**src/design/hcs_pkg.sv**
```systemverilog
// hcs_pkg: shared types and constants for the histogram contrast stretch
// no dependencies; imported by hcs_front, hcs_back, histogram_contrast_stretch and tb_histogram_contrast_stretch

package hcs_pkg;

  localparam int unsigned GREY_LEVELS_DEF = 256;
  localparam int unsigned LEVEL_W         = 8;
  localparam int unsigned BOUND_W         = 9;
  localparam logic [LEVEL_W-1:0] TOP_OUT  = 8'd255;

  typedef enum logic [1:0] {
    OP_CLEAR = 2'd0,
    OP_MARK  = 2'd1,
    OP_MAP   = 2'd2
  } op_e;

  typedef enum logic {
    REG_LOW_BOUND  = 1'b0,
    REG_HIGH_BOUND = 1'b1
  } reg_e;

  typedef struct packed {
    op_e                op;
    logic [LEVEL_W-1:0] level;
  } cmd_t;

endpackage

```
**src/design/hcs_front.sv**
```systemverilog
// hcs_front: takes requests, drops unused operations, clamps the level
// and holds them in a two-entry queue for the back end; uses hcs_pkg

module hcs_front #(
  parameter int unsigned GREY_LEVELS = hcs_pkg::GREY_LEVELS_DEF
) (
  input  logic                        clk_i,
  input  logic                        rst_ni,
  input  logic                        start_i,
  input  logic [1:0]                  operation_i,
  input  logic [hcs_pkg::LEVEL_W-1:0] pixel_in_i,
  output logic                        busy_o,
  output logic                        cmd_valid_o,
  output hcs_pkg::cmd_t               cmd_o,
  input  logic                        cmd_ready_i
);
  import hcs_pkg::*;

  localparam int unsigned NumLevels = (GREY_LEVELS < 256) ? GREY_LEVELS : 256;
  localparam logic [LEVEL_W-1:0] TopLevel = LEVEL_W'(NumLevels - 1);

  cmd_t       queue_q [2];
  logic       wr_ptr_q;
  logic       rd_ptr_q;
  logic [1:0] count_q;
  logic       keep;
  logic       push;
  logic       pop;
  cmd_t       cmd_in;

  always_comb begin
    unique case (op_e'(operation_i)) inside
      OP_CLEAR, OP_MARK, OP_MAP: keep = 1'b1;
      default:                   keep = 1'b0;
    endcase
  end

  // levels beyond the store fold onto the top level
  assign cmd_in.op    = op_e'(operation_i);
  assign cmd_in.level = (pixel_in_i > TopLevel) ? TopLevel : pixel_in_i;

  assign busy_o      = (count_q == 2'd2);
  assign push        = start_i && !busy_o && keep;
  assign cmd_valid_o = (count_q != 2'd0);
  assign pop         = cmd_valid_o && cmd_ready_i;
  assign cmd_o       = queue_q[rd_ptr_q];

  always_ff @(posedge clk_i or negedge rst_ni) begin
    if (!rst_ni) begin
      wr_ptr_q <= 1'b0;
      rd_ptr_q <= 1'b0;
      count_q  <= 2'd0;
    end else begin
      if (push) begin
        wr_ptr_q <= ~wr_ptr_q;
      end
      if (pop) begin
        rd_ptr_q <= ~rd_ptr_q;
      end
      if (push && !pop) begin
        count_q <= count_q + 2'd1;
      end else if (pop && !push) begin
        count_q <= count_q - 2'd1;
      end
    end
  end

  always_ff @(posedge clk_i) begin
    if (push) begin
      queue_q[wr_ptr_q] <= cmd_in;
    end
  end

endmodule

```
**src/design/hcs_back.sv**
```systemverilog
// hcs_back: carries out clear, mark and map requests; holds the occupancy
// bits, the bound registers, the table builder and the table memory; uses hcs_pkg

module hcs_back #(
  parameter int unsigned GREY_LEVELS = hcs_pkg::GREY_LEVELS_DEF
) (
  input  logic                               clk_i,
  input  logic                               rst_ni,
  input  logic                               cmd_valid_i,
  input  hcs_pkg::cmd_t                      cmd_i,
  output logic                               cmd_ready_o,
  input  logic                               cfg_valid_i,
  input  logic                               cfg_index_i,
  input  logic signed [hcs_pkg::BOUND_W-1:0] cfg_data_i,
  output logic                               done_o,
  output logic [hcs_pkg::LEVEL_W-1:0]        pixel_out_o
);
  import hcs_pkg::*;

  localparam int unsigned NumLevels = (GREY_LEVELS < 256) ? GREY_LEVELS : 256;
  localparam int unsigned IdxW      = $clog2(NumLevels);
  localparam logic [IdxW-1:0] LastIdx = IdxW'(NumLevels - 1);

  typedef enum logic [2:0] {
    ST_IDLE,
    ST_SCAN,
    ST_BOUND,
    ST_DIV,
    ST_FILL
  } state_e;

  state_e                    state_q;
  logic                      ready_q;
  logic [NumLevels-1:0]      seen_q;
  logic [IdxW-1:0]           idx_q;
  logic                      found_q;
  logic [LEVEL_W-1:0]        first_q;
  logic [LEVEL_W-1:0]        last_q;
  logic [LEVEL_W-1:0]        lo_q;
  logic [LEVEL_W-1:0]        hi_q;
  logic [2:0]                div_cnt_q;
  logic [LEVEL_W-1:0]        rem_q;
  logic [LEVEL_W-1:0]        quot_q;
  logic [LEVEL_W:0]          acc_q;
  logic [LEVEL_W-1:0]        acc_r_q;
  logic signed [BOUND_W-1:0] low_bound_q;
  logic signed [BOUND_W-1:0] high_bound_q;
  logic                      done_q;
  logic [LEVEL_W-1:0]        rd_data_q;
  logic [LEVEL_W-1:0]        map_mem [NumLevels];

  logic [IdxW-1:0]    lvl_idx;
  logic               is_map;
  logic               pop;
  logic               rd_en;
  logic [LEVEL_W-1:0] idx8;
  logic [LEVEL_W-1:0] diff;
  logic [LEVEL_W:0]   rem_sh;
  logic               div_ge;
  logic [LEVEL_W:0]   v9;
  logic [LEVEL_W:0]   lo9;
  logic [LEVEL_W:0]   hi9;
  logic               degen;
  logic [LEVEL_W-1:0] fill_val;
  logic [LEVEL_W:0]   sum_r;
  logic               wrap;

  assign lvl_idx     = cmd_i.level[IdxW-1:0];
  assign is_map      = (cmd_i.op == OP_MAP);
  assign cmd_ready_o = (state_q == ST_IDLE) && (!is_map || ready_q);
  assign pop         = cmd_valid_i && cmd_ready_o;
  assign rd_en       = pop && is_map;

  assign idx8   = LEVEL_W'(idx_q);
  assign diff   = hi_q - lo_q;
  assign rem_sh = {rem_q, TOP_OUT[div_cnt_q]};
  assign div_ge = (rem_sh >= {1'b0, diff});

  assign v9    = (LEVEL_W + 1)'(idx_q);
  assign lo9   = {1'b0, lo_q};
  assign hi9   = {1'b0, hi_q};
  assign degen = (hi_q <= lo_q);
  assign sum_r = {1'b0, acc_r_q} + {1'b0, rem_q};
  assign wrap  = (sum_r >= {1'b0, diff});

  always_comb begin
    if (degen) begin
      fill_val = (v9 <= lo9) ? '0 : TOP_OUT;
    end else if (v9 < lo9) begin
      fill_val = '0;
    end else if (v9 > hi9) begin
      fill_val = TOP_OUT;
    end else begin
      fill_val = acc_q[LEVEL_W-1:0];
    end
  end

  always_ff @(posedge clk_i or negedge rst_ni) begin
    if (!rst_ni) begin
      state_q      <= ST_IDLE;
      ready_q      <= 1'b0;
      seen_q       <= '0;
      idx_q        <= '0;
      found_q      <= 1'b0;
      first_q      <= TOP_OUT;
      last_q       <= '0;
      lo_q         <= '0;
      hi_q         <= '0;
      div_cnt_q    <= '0;
      rem_q        <= '0;
      quot_q       <= '0;
      acc_q        <= '0;
      acc_r_q      <= '0;
      low_bound_q  <= '1;
      high_bound_q <= '1;
      done_q       <= 1'b0;
    end else begin
      done_q <= rd_en;
      unique case (state_q)
        ST_IDLE: begin
          if (pop) begin
            unique case (cmd_i.op)
              OP_CLEAR: begin
                seen_q  <= '0;
                ready_q <= 1'b0;
              end
              OP_MARK: begin
                seen_q[lvl_idx] <= 1'b1;
                ready_q         <= 1'b0;
              end
              default: ;
            endcase
          end else if (cmd_valid_i && is_map && !ready_q) begin
            state_q <= ST_SCAN;
            idx_q   <= '0;
            found_q <= 1'b0;
            first_q <= TOP_OUT;
            last_q  <= '0;
          end
        end
        ST_SCAN: begin
          if (seen_q[idx_q]) begin
            if (!found_q) begin
              first_q <= idx8;
            end
            last_q  <= idx8;
            found_q <= 1'b1;
          end
          idx_q <= idx_q + IdxW'(1);
          if (idx_q == LastIdx) begin
            state_q <= ST_BOUND;
          end
        end
        ST_BOUND: begin
          lo_q      <= low_bound_q[BOUND_W-1]  ? first_q : low_bound_q[LEVEL_W-1:0];
          hi_q      <= high_bound_q[BOUND_W-1] ? last_q  : high_bound_q[LEVEL_W-1:0];
          div_cnt_q <= 3'd7;
          rem_q     <= '0;
          quot_q    <= '0;
          state_q   <= ST_DIV;
        end
        ST_DIV: begin
          // one quotient bit of 255 / (hi - lo) per cycle
          rem_q     <= div_ge ? LEVEL_W'(rem_sh - {1'b0, diff}) : rem_sh[LEVEL_W-1:0];
          quot_q    <= {quot_q[LEVEL_W-2:0], div_ge};
          div_cnt_q <= div_cnt_q - 3'd1;
          if (div_cnt_q == 3'd0) begin
            state_q <= ST_FILL;
            idx_q   <= '0;
            acc_q   <= '0;
            acc_r_q <= '0;
          end
        end
        ST_FILL: begin
          // running floor(255 * (v - lo) / (hi - lo)) from quotient and remainder
          if (v9 >= lo9) begin
            acc_q   <= acc_q + {1'b0, quot_q} + (LEVEL_W + 1)'(wrap);
            acc_r_q <= wrap ? LEVEL_W'(sum_r - {1'b0, diff}) : sum_r[LEVEL_W-1:0];
          end
          idx_q <= idx_q + IdxW'(1);
          if (idx_q == LastIdx) begin
            ready_q <= 1'b1;
            state_q <= ST_IDLE;
          end
        end
        default: state_q <= ST_IDLE;
      endcase
      if (cfg_valid_i) begin
        unique case (reg_e'(cfg_index_i))
          REG_LOW_BOUND:  low_bound_q  <= cfg_data_i;
          REG_HIGH_BOUND: high_bound_q <= cfg_data_i;
          default: ;
        endcase
        ready_q <= 1'b0;
      end
    end
  end

  always_ff @(posedge clk_i) begin
    if (state_q == ST_FILL) begin
      map_mem[idx_q] <= fill_val;
    end
    if (rd_en) begin
      rd_data_q <= map_mem[lvl_idx];
    end
  end

  assign done_o      = done_q;
  assign pixel_out_o = rd_data_q;

endmodule

```
**src/design/histogram_contrast_stretch.sv**
```systemverilog
// Two-pass 8-bit contrast stretch. A clear or mark request takes effect at the
// edge at which it leaves the two-entry queue; a map request with a valid table
// gives its result on pixel_out_o with done_o from the registered table read
// made as it leaves the queue, and such requests run at one per cycle while the
// back end is idle. The first map after a clear, mark or bound write rebuilds the
// table first: a scan of the occupancy bits over N = min(GREY_LEVELS, 256) levels,
// a single step to pick the bounds, eight divider steps, and a fill sweep of N
// levels through the single write port of the table memory. The receiver cannot
// stall results. busy_o is high only while the queue is full. cfg_ready_o is always
// high; bounds are to be written only while no request is outstanding.
// Depends on hcs_pkg, hcs_front and hcs_back.

module histogram_contrast_stretch #(
  parameter int unsigned GREY_LEVELS = hcs_pkg::GREY_LEVELS_DEF
) (
  input  logic                               clk_i,
  input  logic                               rst_ni,
  input  logic                               start_i,
  output logic                               busy_o,
  input  logic [1:0]                         operation_i,
  input  logic [hcs_pkg::LEVEL_W-1:0]        pixel_in_i,
  output logic                               done_o,
  output logic [hcs_pkg::LEVEL_W-1:0]        pixel_out_o,
  input  logic                               cfg_valid_i,
  output logic                               cfg_ready_o,
  input  logic                               cfg_index_i,
  input  logic signed [hcs_pkg::BOUND_W-1:0] cfg_data_i
);
  import hcs_pkg::*;

  logic cmd_valid;
  logic cmd_ready;
  cmd_t cmd;

  assign cfg_ready_o = 1'b1;

  hcs_front #(
    .GREY_LEVELS (GREY_LEVELS)
  ) u_front (
    .clk_i       (clk_i),
    .rst_ni      (rst_ni),
    .start_i     (start_i),
    .operation_i (operation_i),
    .pixel_in_i  (pixel_in_i),
    .busy_o      (busy_o),
    .cmd_valid_o (cmd_valid),
    .cmd_o       (cmd),
    .cmd_ready_i (cmd_ready)
  );

  hcs_back #(
    .GREY_LEVELS (GREY_LEVELS)
  ) u_back (
    .clk_i       (clk_i),
    .rst_ni      (rst_ni),
    .cmd_valid_i (cmd_valid),
    .cmd_i       (cmd),
    .cmd_ready_o (cmd_ready),
    .cfg_valid_i (cfg_valid_i && cfg_ready_o),
    .cfg_index_i (cfg_index_i),
    .cfg_data_i  (cfg_data_i),
    .done_o      (done_o),
    .pixel_out_o (pixel_out_o)
  );

`ifndef NO_ASSERTIONS
  a_done_from_map: assert property (@(posedge clk_i) disable iff (!rst_ni)
    done_o |-> $past(cmd_valid && cmd_ready && cmd.op == OP_MAP))
    else $error("result strobe without a map request");

  a_map_gives_done: assert property (@(posedge clk_i) disable iff (!rst_ni)
    (cmd_valid && cmd_ready && cmd.op == OP_MAP) |=> done_o)
    else $error("map request gave no result");

  a_busy_has_cmd: assert property (@(posedge clk_i) disable iff (!rst_ni)
    busy_o |-> cmd_valid)
    else $error("queue full but no request offered to back end");
`endif

endmodule

```
**config.mk**
```make
export PLATFORM = sky130hd
export DESIGN_NAME = histogram_contrast_stretch
export DESIGN_NICKNAME = d
export VERILOG_FILES = /design/src/design/hcs_pkg.sv /design/src/design/hcs_front.sv /design/src/design/hcs_back.sv /design/src/design/histogram_contrast_stretch.sv
export SDC_FILE = /design/constraint.sdc
export NUM_CORES = 2
export LEC_CHECK = 0
export BUFFER_PORTS_ARGS = -buffer_cell sky130_fd_sc_hd__clkbuf_2
export CAP_MARGIN = 10
export CELL_PAD_IN_SITES_DETAIL_PLACEMENT = 0
export CELL_PAD_IN_SITES_GLOBAL_PLACEMENT = 2
export CORE_AREA = 2 2 672 340
export DETAILED_ROUTE_END_ITERATION = 10
export DIE_AREA = 0 0 674 342
export GPL_TIMING_DRIVEN = 0
export PLACE_DENSITY = 0.78
export SYNTH_ARGS = -nofsm -noshare
export SYNTH_HDL_FRONTEND = slang
export SYNTH_SLANG_ARGS = --single-unit
export TNS_END_PERCENT = 100
```
**constraint.sdc**
```tcl
create_clock -name clk_i -period 15.3 [get_ports clk_i]
set_input_delay 3.06 -clock clk_i [delete_from_list [all_inputs] [get_ports clk_i]]
set_output_delay 3.06 -clock clk_i [all_outputs]
set_load 0.005 [all_outputs]
```
==> impl_metrics.env <==
export IMPL_pwr_share_clk_pct=21.8
export IMPL_r2r_slack_ns=7.76
export IMPL_post_place_ws_ns=8.402
export IMPL_grt_max_degree=104
export IMPL_viasPerCell=6.899
export IMPL_cts_htree_levels=4
export IMPL_grt_pass1_wl_um=532300
export IMPL_ctsResizeCount=0
export IMPL_clk_path_buf_depth=4
export IMPL_vias=64540
export IMPL_syn_instance_count=5735
export IMPL_die_x_um=674
export IMPL_ys_ff_latch=2435
export IMPL_start_kind="register"
export IMPL_ff2ff_path_depth=13
export IMPL_tightestPinTransition_ns=1.609
export IMPL_switching_share_pct=40.39
export IMPL_wl_per_cell_um=43.83
export IMPL_yosysSeqAreaShare_pct=72.56
export IMPL_numClockSinks=2435
export IMPL_fin_total_pwr_w=0.02540
export IMPL_min_to="u_back.seen_q[74]"
export IMPL_hold_start="u_back.seen_q[74]"
export IMPL_dieArea_um2=230500
export IMPL_cts_buffers=214
export IMPL_comb_power_share_pct=40.3
export IMPL_required_ns=15.90
export IMPL_cts_hold_buf=0
export IMPL_core_rowCount=124
export IMPL_drc=0
export IMPL_area_delta_synth_final_pct=13.75
export IMPL_place_inst=8900
export IMPL_drive_gt1_share_pct=20.91
export IMPL_fin_crit_ns=7.538
export IMPL_yosys_cell_count_top_type="edfxtp_1"
export IMPL_relSlewSlack_pct=-7.288
export IMPL_track_usage_pct=35.15
export IMPL_synth_async_reset_ratio_pct=14.74
export IMPL_overflow=0
export IMPL_synth_common_cells="edfxtp_1 (2076), nor2_1 (629), mux4_2 (589), nand2_1 (560), dfrtp_1 (333)"
export IMPL_portBuffers=33
export IMPL_ios=35
export IMPL_fin_setup_tns_ns=0
export IMPL_antenna_found_initial=41
export IMPL_gp_congestion=1.034
export IMPL_min_path_type="register to register"
export IMPL_worstReg2RegEnd="u_back.pixel_out_o[2]"
export IMPL_fp_dieH_um=342
export IMPL_p_int_w=0.01514
export IMPL_crit_path_end_kind="register"
export IMPL_cts_setup_buffers=0
export IMPL_reg2reg_from="u_front.rd_ptr_q"
export IMPL_worstPathArrival_ns=8.14
export IMPL_timing_final_crit_share_pct=49.27
export IMPL_switching_power_w=0.01026
export IMPL_syn_area_per_cell_um2=17.15
export IMPL_n_fill_cell=18600
export IMPL_antenna_left=0
export IMPL_yosysUniqueCellTypes=69
export IMPL_yosysWarnings=0
export IMPL_synth_edff_count=2076
export IMPL_failed_checks="max-capacitance violations, max-slew violations"
export IMPL_rsz0062_at_grt="false"
export IMPL_synth_top_cell_area_share_pct=63.39
export IMPL_maxCapViolCount=2
export IMPL_fin_skew_ns=0.05907
export IMPL_cts_tree="yes"
export IMPL_syn_area_um2=98350
export IMPL_place_hpwl_um=292300
export IMPL_critPathKind="register to register"
export IMPL_core_area_um2=225700
export IMPL_drt_pass1_iterations=7
export IMPL_ir_drop_mv=0.2129
export IMPL_final_hold_viol_count=0
export IMPL_start_util_pct=43.57
export IMPL_final_nets=6189
export IMPL_cp_max_fo=10
export IMPL_clk_pin_slew_ns=0.07
export IMPL_cts_root_buf="clkbuf_16"
export IMPL_drtIter0Drc=13840
export IMPL_p_leak_nw=37.98
export IMPL_slew_violations=12
export IMPL_grt_pass1_vias=56910
export IMPL_wl_um=410000
export IMPL_holdPathStages=2
export IMPL_ys_flop_type="edfxtp_1"
export IMPL_fmax_ghz=0.1327
export IMPL_clk_insertion_delay_late_ns=0.93
export IMPL_power_density_nw_per_um2=227.0
export IMPL_status="finished, violations left"
export IMPL_synth_fp_nets=5820
export IMPL_synth_area_leaders="edfxtp_1 (63%), mux4_2 (13%), dfrtp_1 (8.5%), nor2_1 (2.4%), nand2_1 (2.1%)"
export IMPL_timing_final_ws_setup_ns=7.762
export IMPL_seqPwrFrac_pct=37.8
export IMPL_setup_violations=0
export IMPL_synth_largest_area_cell="edfxtp_1"
export IMPL_instances_no_fill=9355
## worst max path at each step
stage	startpoint	end	slack, ns	cells after the start
2_1_floorplan	u_back.idx8[0]	u_back.map_mem[0][0]	1.04	13
3_3_place_gp	u_back.idx8[0]	u_back.map_mem[60][2]	-13.41	13
3_5_place_dp	u_front.rd_ptr_q	u_back.pixel_out_o[3]	8.40	12
4_1_cts	u_front.rd_ptr_q	u_back.pixel_out_o[3]	8.30	12
5_1_grt	u_front.rd_ptr_q	u_back.pixel_out_o[1]	8.19	13
6_report	u_front.rd_ptr_q	u_back.pixel_out_o[2]	7.76	13
## cell usage in the layout (no fill, tap or decap), types with 40 or more instances in the layout
cell and n:
dfrtp_1 333, clkbuf_2 105, mux4_2 589, mux2i_1 46, clkbuf_16 216, inv_1 41, buf_4 40, nand3_1 201
clkbuf_1 194, diode_2 56, ha_1 55, o21ai_0 48, edfxtp_1 2076, buf_2 76, a21oi_1 313, and3_1 48
a31oi_1 43, buf_12 50, nand2_1 560, nor2_1 624
## logic make-up after synthesis
| family | Yosys count | synth area share [%] |
|---|---|---|
| muxes | 666 | 14.31 |
| xor gates and xnor gates | 33 | 0.2939 |
| adders and majority gates | 69 | 0.9033 |
| AOI/OAI and AO/OA | 588 | 3.617 |
| other | 1 | 0.003813 |
| and+or+nand+nor | 1546 | 6.546 |
| DFF | 2435 | 72.56 |
| buffers and inverters | 397 | 1.772 |
## power groups by stage
stage | combinational [W] | clock, W | sequential (W)
CTS | 0.00943 | 0.00550 | 0.00960
floorplan | 0.00371 | 0 | 0.0114
finish | 0.0102 | 0.00555 | 0.00960
global route | 0.0101 | 0.00576 | 0.00961
global placement | 0.00695 | 0 | 0.0104
detailed placement | 0.00943 | 0 | 0.00974
## sequential cells by signal, summed over array words and instances (netlist names)
name                 cells
u_back.low_bound_q       9
u_back.state_q           3
u_front.queue_q         20
u_back.map_mem        2048
u_back.acc_r_q           8
u_front.rd_ptr_q         1
u_front.wr_ptr_q         1
u_back.pixel_out_o       8
u_back.high_bound_q      9
u_back.found_q           1
u_back.rem_q             8
u_back.idx8              8
u_back.acc_q             8
u_back.hi_q              8
u_back.quot_q            8
u_back.div_cnt_q         3
u_back.seen_q          256
u_back.last_q            8
u_back.first_q           8
u_back.ready_q           1
u_front.count_q          2
u_back.lo_q              8
u_back.done_o            1
## final cells by class
class	instances	area (um^2)	share of cell area, %
plain buffers	354	1688	1.509
diodes	56	140.1	0.1253
clock inverters	113	1130	1.010
well taps	3024	3784	3.382
flip-flops and latches	2435	71360	63.78
inverters	43	161.4	0.1443
clock buffers	274	5653	5.053
repair buffers	153	2552	2.282
multi-input cells	2903	25410	22.71
## critical path: stages, from the launching register on
cell	delay [ns]
dfrtp_1	0.36
buf_4	0.18
mux2_2	0.23
clkbuf_1	0.67
buf_16	0.24
clkbuf_1	1.08
buf_1	0.70
buf_16	0.23
clkbuf_1	1.04
nand2_1	0.22
nand3_1	0.39
and3_1	0.67
a31oi_1	0.38
o21ai_0	0.75
## metal layers
metal  vias to the layer above  global-route usage [%]  routed length [um]
met5                         -                   4.861                2333
met4                        32                   9.658               13070
met3                       828                   26.03               89040
met2                      6593                   39.41              142800
met1                     33920                   50.95              162800
li1                      23180                       -                   -
## metrics by stage
step	hold slack (ns)	area (um^2)	util, %
floorplan	0.4549	98350	-
global placement	0.4704	102300	45.31
detailed placement	0.4744	104800	46.42
CTS	0.4912	111600	49.43
global route	0.5076	111700	49.50
finish	0.4884	111900	49.56
Power figures use the tool's default switching activity.
